===== config.mk =====
export PLATFORM = sky130hd
export DESIGN_NAME = ffca_ctrl
export DESIGN_NICKNAME = d
export VERILOG_FILES = /design/src/sv/ffca_pkg.sv /design/src/sv/ffca_ctrl.sv
export SDC_FILE = /design/constraint.sdc
export NUM_CORES = 1
export LEC_CHECK = 0
export BUFFER_PORTS_ARGS = -buffer_cell sky130_fd_sc_hd__buf_2
export CAP_MARGIN = 5
export CORE_MARGIN = 2
export CORE_UTILIZATION = 25
export CTS_BUF_LIST = sky130_fd_sc_hd__clkbuf_2 sky130_fd_sc_hd__clkbuf_4 sky130_fd_sc_hd__clkbuf_8
export DETAILED_ROUTE_END_ITERATION = 16
export SETUP_SLACK_MARGIN = 0.4
export SYNTH_ARGS = -nofsm -noshare
export SYNTH_HDL_FRONTEND = slang
export SYNTH_SLANG_ARGS = --single-unit

===== constraint.sdc =====
create_clock -name clk_i -period 4.02 [get_ports clk_i]
set_input_delay 0.804 -clock clk_i [delete_from_list [all_inputs] [get_ports clk_i]]
set_output_delay 0.804 -clock clk_i [all_outputs]
set_load 0.05 [all_outputs]

===== src/sv/ffca_pkg.sv =====
// Shared types and constants for the first-fit coalescing allocator.
// No dependencies; every other file but ffca_ram imports this package.
package ffca_pkg;

  localparam int unsigned CFG_IDX_W  = 1;
  localparam int unsigned CFG_DATA_W = 33;

  localparam logic [CFG_IDX_W-1:0] CFG_ARENA_BASE = 1'b0;
  localparam logic [CFG_IDX_W-1:0] CFG_ARENA_END  = 1'b1;

  localparam logic [CFG_DATA_W-1:0] ARENA_END_RST = 33'h0_0200_0000;

  localparam int unsigned MIN_SPLIT_BYTES = 32;
  localparam int unsigned MIN_SPLIT_GRAN  = MIN_SPLIT_BYTES / 16;

  // granule count of a request: ceil(n/16)+1 fits in 29 bits
  localparam int unsigned NEED_W = 29;

  typedef enum logic [1:0] {
    REQ_ALLOC,
    REQ_FREE,
    REQ_RESIZE,
    REQ_NOP
  } req_e;

  typedef enum logic [1:0] {
    ST_DONE,
    ST_NULL,
    ST_FAIL
  } status_e;

  typedef enum logic [4:0] {
    S_IDLE,
    S_START,
    S_SETUP,
    S_DISP,
    S_A_RD,
    S_A_CHK,
    S_A_FIN,
    S_R_RD,
    S_R_CHK,
    S_R_DEC,
    S_R_SHR2,
    S_F_INIT,
    S_F_RD,
    S_F_WT,
    S_F_W1,
    S_F_W2,
    S_F_W3,
    S_F_W4,
    S_RESP
  } state_e;

  typedef enum logic [4:0] {
    OP_NONE,
    OP_ACCEPT,
    OP_SETUP,
    OP_DISP,
    OP_A_RD,
    OP_A_CHK,
    OP_A_FIN,
    OP_R_RD,
    OP_R_CHK,
    OP_R_DEC,
    OP_R_SHR2,
    OP_F_INIT,
    OP_F_RD,
    OP_F_WT,
    OP_F_W1,
    OP_F_W2,
    OP_F_W3,
    OP_F_W4,
    OP_EMIT
  } op_e;

  typedef struct packed {
    op_e  op;
    logic tail;    // free walk places the shrink tail instead of the request block
  } cmd_t;

  typedef struct packed {
    logic ready;
    req_e typ;
    logic n_zero;
    logic p_zero;
    logic too_big;
    logic addr_ok;
    logic walk_a;
    logic fit;
    logic split;
    logic walk_f;
    logic shrink;
    logic tail_ok;
    logic out_free;
  } stat_t;

endpackage


===== src/sv/ffca_ctrl.sv =====
// Sequencer of the allocator: walks the request through set-up, list walks and merges.
// Depends on ffca_pkg; drives the datapath only through cmd_t and reads stat_t.
module ffca_ctrl import ffca_pkg::*; (
  input  logic  clk_i,
  input  logic  rst_ni,
  input  logic  in_valid_i,
  output logic  in_ready_o,
  input  stat_t stat_i,
  output cmd_t  cmd_o
);

  state_e state_q, state_d;
  logic   grow;

  // a resize that had to move the block frees the old one afterwards
  assign grow = (stat_i.typ == REQ_RESIZE) && !stat_i.p_zero;

  always_ff @(posedge clk_i or negedge rst_ni) begin
    if (!rst_ni) begin
      state_q <= S_IDLE;
    end else begin
      state_q <= state_d;
    end
  end

  always_comb begin
    state_d    = state_q;
    cmd_o      = '{op: OP_NONE, tail: 1'b0};
    in_ready_o = 1'b0;
    case (state_q)
      S_IDLE: begin
        in_ready_o = 1'b1;
        if (in_valid_i) begin
          cmd_o.op = OP_ACCEPT;
          state_d  = S_START;
        end
      end
      S_START: begin
        if (stat_i.typ == REQ_NOP) state_d = S_RESP;
        else if (!stat_i.ready)    state_d = S_SETUP;
        else                       state_d = S_DISP;
      end
      S_SETUP: begin
        cmd_o.op = OP_SETUP;
        state_d  = S_DISP;
      end
      S_DISP: begin
        cmd_o.op = OP_DISP;
        case (stat_i.typ)
          REQ_ALLOC: begin
            state_d = (stat_i.n_zero || stat_i.too_big) ? S_RESP : S_A_RD;
          end
          REQ_FREE: begin
            state_d = (!stat_i.p_zero && stat_i.addr_ok) ? S_F_RD : S_RESP;
          end
          REQ_RESIZE: begin
            if (stat_i.p_zero) begin
              state_d = (stat_i.n_zero || stat_i.too_big) ? S_RESP : S_A_RD;
            end else if (stat_i.n_zero) begin
              state_d = stat_i.addr_ok ? S_F_RD : S_RESP;
            end else if (stat_i.too_big || !stat_i.addr_ok) begin
              state_d = S_RESP;
            end else begin
              state_d = S_R_RD;
            end
          end
          default: state_d = S_RESP;
        endcase
      end
      S_A_RD: begin
        cmd_o.op = OP_A_RD;
        state_d  = stat_i.walk_a ? S_A_CHK : S_RESP;
      end
      S_A_CHK: begin
        cmd_o.op = OP_A_CHK;
        if (!stat_i.fit)      state_d = S_A_RD;
        else if (stat_i.split) state_d = S_A_FIN;
        else if (grow)        state_d = S_F_INIT;
        else                  state_d = S_RESP;
      end
      S_A_FIN: begin
        cmd_o.op = OP_A_FIN;
        state_d  = grow ? S_F_INIT : S_RESP;
      end
      S_R_RD: begin
        cmd_o.op = OP_R_RD;
        state_d  = S_R_CHK;
      end
      S_R_CHK: begin
        cmd_o.op = OP_R_CHK;
        state_d  = S_R_DEC;
      end
      S_R_DEC: begin
        cmd_o.op = OP_R_DEC;
        if (stat_i.shrink) state_d = stat_i.tail_ok ? S_R_SHR2 : S_RESP;
        else               state_d = S_A_RD;
      end
      S_R_SHR2: begin
        cmd_o.op = OP_R_SHR2;
        state_d  = S_F_INIT;
      end
      S_F_INIT: begin
        cmd_o.op   = OP_F_INIT;
        cmd_o.tail = (stat_i.typ == REQ_RESIZE) && stat_i.shrink;
        state_d    = S_F_RD;
      end
      S_F_RD: begin
        cmd_o.op = OP_F_RD;
        state_d  = stat_i.walk_f ? S_F_WT : S_F_W1;
      end
      S_F_WT: begin
        cmd_o.op = OP_F_WT;
        state_d  = S_F_RD;
      end
      S_F_W1: begin
        cmd_o.op = OP_F_W1;
        state_d  = S_F_W2;
      end
      S_F_W2: begin
        cmd_o.op = OP_F_W2;
        state_d  = S_F_W3;
      end
      S_F_W3: begin
        cmd_o.op = OP_F_W3;
        state_d  = S_F_W4;
      end
      S_F_W4: begin
        cmd_o.op = OP_F_W4;
        state_d  = S_RESP;
      end
      S_RESP: begin
        if (stat_i.out_free) begin
          cmd_o.op = OP_EMIT;
          state_d  = S_IDLE;
        end
      end
      default: state_d = S_IDLE;
    endcase
  end

endmodule


==> results of run 1 <==
report_power, final:
part / internal, mW / total [mW] / switching, mW
Combinational: 0.169 / 0.452 / 0.282
Clock: 0.0442 / 0.0641 / 0.0199
Sequential: 0.0732 / 0.175 / 0.102
Yosys cell counts, types with 3 or more instances:
cell type | count | share of area, %
a21oi_1 | 9 | 6.3
dfrtp_1 | 5 | 17
inv_1 | 5 | 2.6
nand2_1 | 7 | 3.7
nand2b_1 | 6 | 5.2
nor2_1 | 10 | 5.2
nor3_1 | 5 | 3.5
nor4_1 | 3 | 2.6
o21ai_0 | 4 | 2.8
o22ai_1 | 4 | 3.5
cells by family after synthesis:
group                     count (synthesis)  synth area share (%)
and+or+nand+nor                          46                 37.22
buffers and inverters                    13                 9.043
DFF                                       5                 17.39
xor gates and xnor gates                  1                 1.218
AOI/OAI and AO/OA                        36                 35.13
worst paths after layout:
path	end	slack, ns
setup reg to reg	state_q[4]	2.17
min in group clk_i	state_q[4]	0.83
setup / recovery	cmd_o[1]	1.40
hold reg to reg	state_q[4]	0.83
max in group asynchronous	state_q[0]	3.52
hold / removal	state_q[1]	0.37
stage by stage:
| stage | worst slack [ns] | power [mW] | hold WS (ns) | utilization [%] | area, µm² |
|---|---|---|---|---|---|
| after floorplan | 0.6741 | 0.5397 | 0.5084 | - | 719.4 |
| after global placement | 1.494 | 0.6197 | 0.6173 | 30.53 | 834.6 |
| after detailed placement | 1.435 | 0.6233 | 0.6254 | 30.53 | 834.6 |
| after CTS | 1.430 | 0.6928 | 0.3660 | 31.62 | 864.6 |
| after global routing | 1.273 | 0.7420 | 0.3611 | 31.62 | 864.6 |
| final | 1.404 | 0.6911 | 0.3676 | 31.62 | 864.6 |
routing by layer:
layer	up-vias	global-route usage, %	part of all wire (%)
met5	-	0	0
li1	432	-	-
met4	0	3.987	0
met1	416	15.15	43
met2	23	22.89	52
met3	0	2.902	5.6
final cells by class:
cell class | count | area, µm² | area share, %
multi-input cells | 83 | 529.3 | 61.22
repair buffers | 23 | 115.1 | 13.31
well taps | 31 | 38.79 | 4.486
clock buffers | 4 | 30.03 | 3.473
flip-flops and latches | 5 | 125.1 | 14.47
inverters | 7 | 26.28 | 3.039
==> metrics.cfg, run 1 <==
[synth]
synth_top_flop_cell = dfrtp_1
async_flop_share_pct = 100.0
ys_warn_count = 0
synthCells = 101
ys_types = 44
synth_edf_count = 0
seq_area_frac_synth_pct = 17.39
ys_seq_elements = 5
syn-cell-area_um2 = 719.4
syn_area_per_cell_um2 = 7.123
synth_nets = 118

[cells_and_area]
final_cell_mix = 23 x buf_2, 10 x nor2_1, 9 x a21oi_1, 7 x nand2_1, 6 x nand2b_1
fillers = 292
fin_cells = 153
reg_top3 = state_q (5)
antennaDiodeCount = 0
largest_reg_flops = 5
layout_commonest_cell = buf_2
area_delta_synth_final_pct = 20.17
nNetsFinal = 140
largest-register = state_q
drive_gt1_share_pct = 28.69

[critical_path]
end_kind = primary output
path_depth = 5
arrival_ns = 1.81
worst_setup_path_start_kind = register
cp.required_ns = 3.22
crit_slowest_cell = dfrtp_1
critPathLaunch = state_q[1]
critical-path-top-delay-family = flip-flops
ff2ff_path_depth = 4
path_cells = inv_1 > nand2_1 > nor3_1 > a22o_1 > buf_2
critPathBufInv = 2
slowest_delay_ns = 0.65
critPathMaxFanout = 17
rr_startpoint = state_q[0]
worstSetupPathType = reg -> out

[global_route]
grt_overflow = 0
grt_pass1_vias = 763
grt_max_degree = 19
antenna_found_initial = 0
grt_pass1_wl_um = 3318
grt_usage_pct = 12.81

[sta]
finalSetupTns_ns = 0
rsz0062_at_grt = no
maxSlewHeadroom_pct = 64.27
final-setup-viol-count = 0
layout_min_cycle_time_ns = 2.616
final_hold_viol_count = 0
skew_ns = 0.003628
period_share_pct = 65.08
slew_violations = 0
max_freq_mhz = 382.3
tightestPinTransition_ns = 0.5224

[die]
dieArea_mm2 = 0.003323
die_h_um = 57.65
rows = 19
io_pins = 24
core_mm2 = 0.002734
initial_utilization_pct = 26.32
die_x_um = 57.65

[route]
firstDrtPassIters = 4
vias = 871
viasPerCell = 5.693
routed_wl_um = 2129
ant_nets = 0
drc = 0
wire_per_inst_um = 13.92
dr.first_iter.drc_count = 23

[place]
io_buffer_count = 23
hpwl_um = 1619
numPlacedInstances = 149
gp_congestion = 0.8179

[clocking]
clk_pin_slew_worst_paths_ns = 0.04
cts_tree = built
clockBufferDepth = 2
post_cts_buffers = 0
ctsResizeCount = 0
ctsRootBufferMaster = clkbuf_4
clk_latency_ns = 0.24
htreeDepth = 1
cts_made_buffers = 3
postCtsHoldBufs = 0
cts_sinks = 5

[worst_hold_path]
hp-class = in -> async

[power_and_ir_drop]
p_leak_nw = 0.3620
ir_drop_v = 0.0003587
power_density_mw_per_mm2 = 799.3

[run_status]
status = completed

[flow_run]
drv_cap = 0

Power figures use the tool's default switching activity.
==> run 2: changes to the inputs <==
==> constraint.sdc (replaced) <==
create_clock -name clk_i -period 2.2 [get_ports clk_i]
set_input_delay 0.44 -clock clk_i [delete_from_list [all_inputs] [get_ports clk_i]]
set_output_delay 0.44 -clock clk_i [all_outputs]
set_load 0.05 [all_outputs]
==> run 2 against run 1 <==
Compared with the run above:
- first-iteration DRC count is 110% higher
- sequential share of layout area is 2.8 points lower
- power is 140% higher
- routed wire length is 11% higher
- worst hold slack better by 0.17 ns
- largest cell class unchanged
==> metrics.cfg, run 2 (synthesis results as in run 1) <==
[die]
core_mm2 = 0.002734  ; unchanged
die_x_um = 57.65  ; unchanged
initial_utilization_pct = 26.32  ; unchanged
dieArea_mm2 = 0.003323  ; unchanged
io_pins = 24  ; unchanged
rows = 19  ; unchanged
die_h_um = 57.65  ; unchanged

[worst_hold_path]
hp-class = in -> async

[sta]
tightestPinTransition_ns = 0.5291  ; +0.006647 ns
max_freq_mhz = 539.6
skew_ns = 0.004438  ; +0.0008103 ns
rsz0062_at_grt = yes
maxSlewHeadroom_pct = 63.82  ; -0.45 points
period_share_pct = 84.24
hold_slack_ns = 0.5401  ; +0.1725 ns
layout_min_cycle_time_ns = 1.853
slew_violations = 0  ; unchanged
final-setup-viol-count = 0  ; unchanged
final_hold_viol_count = 0  ; unchanged
finalSetupTns_ns = 0  ; unchanged

[critical_path]
cp.required_ns = 1.76  ; -1.46 ns
reg2reg_slack_ns = 0.37  ; -1.80 ns
arrival_ns = 1.41  ; -0.40 ns
critPathMaxFanout = 5  ; -12
end_kind = primary output
worstSetupPathType = reg -> out
worst_setup_path_start_kind = register

[cells_and_area]
largest-register = state_q
final_cell_mix = 16 x buf_2, 13 x buf_4, 10 x nor2_1, 7 x a21oi_1
drive_gt1_share_pct = 46.32  ; +18 points
multi_input_area_um2 = 604.3  ; +14%
seq_area_um2 = 128.9  ; +3.0%
area_delta_synth_final_pct = 53.57
antennaDiodeCount = 0  ; unchanged
nNetsFinal = 154  ; +10%
fin_area_mm2 = 0.001105  ; +28%
fillers = 278  ; -4.8%
largest_reg_flops = 5  ; unchanged
layout_commonest_cell = buf_2
reg_top3 = state_q (5)

[clocking]
clk_pin_slew_worst_paths_ns = 0.04  ; about the same
htreeDepth = 1  ; unchanged
cts_made_buffers = 3  ; unchanged
clk_latency_ns = 0.24  ; about the same
cts_sinks = 5  ; unchanged
ctsRootBufferMaster = clkbuf_4
cts_tree = built
clockBufferDepth = 2  ; unchanged

[route]
viasPerCell = 5.533  ; -2.8%
wire_per_inst_um = 14.10  ; +1.3%
vias = 924  ; +6.1%
routed_wl_um = 2355  ; +11%
dr.first_iter.drc_count = 48  ; +110%
firstDrtPassIters = 4  ; unchanged
ant_nets = 0  ; unchanged
drc = 0  ; unchanged

[power_and_ir_drop]
power_density_mw_per_mm2 = 1532  ; +92%
p_leak_nw = 0.4525  ; +25%
ir_drop_v = 0.0008631  ; +140%

[place]
gp_congestion = 0.8539  ; +4.4%
io_buffer_count = 23  ; unchanged
placed_cell_area_um2 = 917.1  ; +9.9%
hpwl_um = 1780  ; +9.9%

[global_route]
grt_pass1_vias = 781  ; +2.4%
antenna_found_initial = 0  ; unchanged
grt_usage_pct = 13.15  ; +0.34 points
grt_pass1_wl_um = 3498  ; +5.4%
grt_max_degree = 17  ; -2
grt_overflow = 0  ; unchanged

[run_status]
status = completed

[flow_run]
drv_cap = 0  ; unchanged

run 2: changes by cell type in the layout (fill, tap and decap cells not counted), sizes merged:
cell,previous run,this run
buf,23,36
dlygate4sd3,0,1
run 2: through the flow:
| stage | setup slack [ns] | instances | util, % | total power [mW] |
|---|---|---|---|---|
| CTS | 0.3428 | 163 | 38.35 | 1.617 |
| finish | 0.3468 | 167 | 40.41 | 1.692 |
| global route | 0.2884 | 167 | 40.41 | 1.793 |
| floorplan | 0.1448 | 101 | - | 1.074 |
| detailed placement | 0.3648 | 154 | 33.55 | 1.299 |
| global placement | 0.3940 | 154 | 33.55 | 1.287 |
run 2: what timing repair did:
action,in CTS,in global routing
hold endpoints to repair,5,0
endpoints found under the setup margin,7,8
setup buffers,4,4
gates cloned,0,0
hold buffers,1,0
pin swaps,4,1
gates resized for setup,19,7
run 2: metal layers:
metal  share of wire [%]  global-route usage [%]  wire (µm)  vias up
met5                   0                       0          0        -
met4                   0                  0.9967          0        0
met3                 7.1                   3.795        168        0
met2                  48                   20.29       1125       42
met1                  45                   19.06       1061      426
li1                    -                       -          -      456
run 2: power by group:
part / total (mW) / internal (mW) / switching [mW]
registers: 0.224 / 0.141 / 0.0830
logic: 1.35 / 0.597 / 0.754
clock network: 0.117 / 0.0808 / 0.0362
total: 1.69 / 0.819 / 0.874
run 2: layout make-up:
cell class / count / area share (%)
Timing Repair Buffer: 37 / 24.80
Inverter: 7 / 2.605
Multi-Input combinational cell: 83 / 54.70
Clock buffer: 4 / 2.718
Sequential cell: 5 / 11.66
Tap cell: 31 / 3.511
run 2: path summary, 6_finish.rpt:
path	startpoint	to	depth (start not counted)
min	rst_ni	state_q[2]	2
max in group asynchronous	rst_ni	state_q[3]	2
min in group clk_i	stat_i[1]	state_q[4]	3
min reg2reg	state_q[4]	state_q[2]	2
max	state_q[2]	cmd_o[2]	3
max reg2reg	state_q[3]	state_q[0]	7
run 2: critical path, stage by stage, from the launching register on:
cell     delay, ns
dfrtp_2       0.47
or3_1         0.40
a21oi_2       0.14
buf_6         0.17
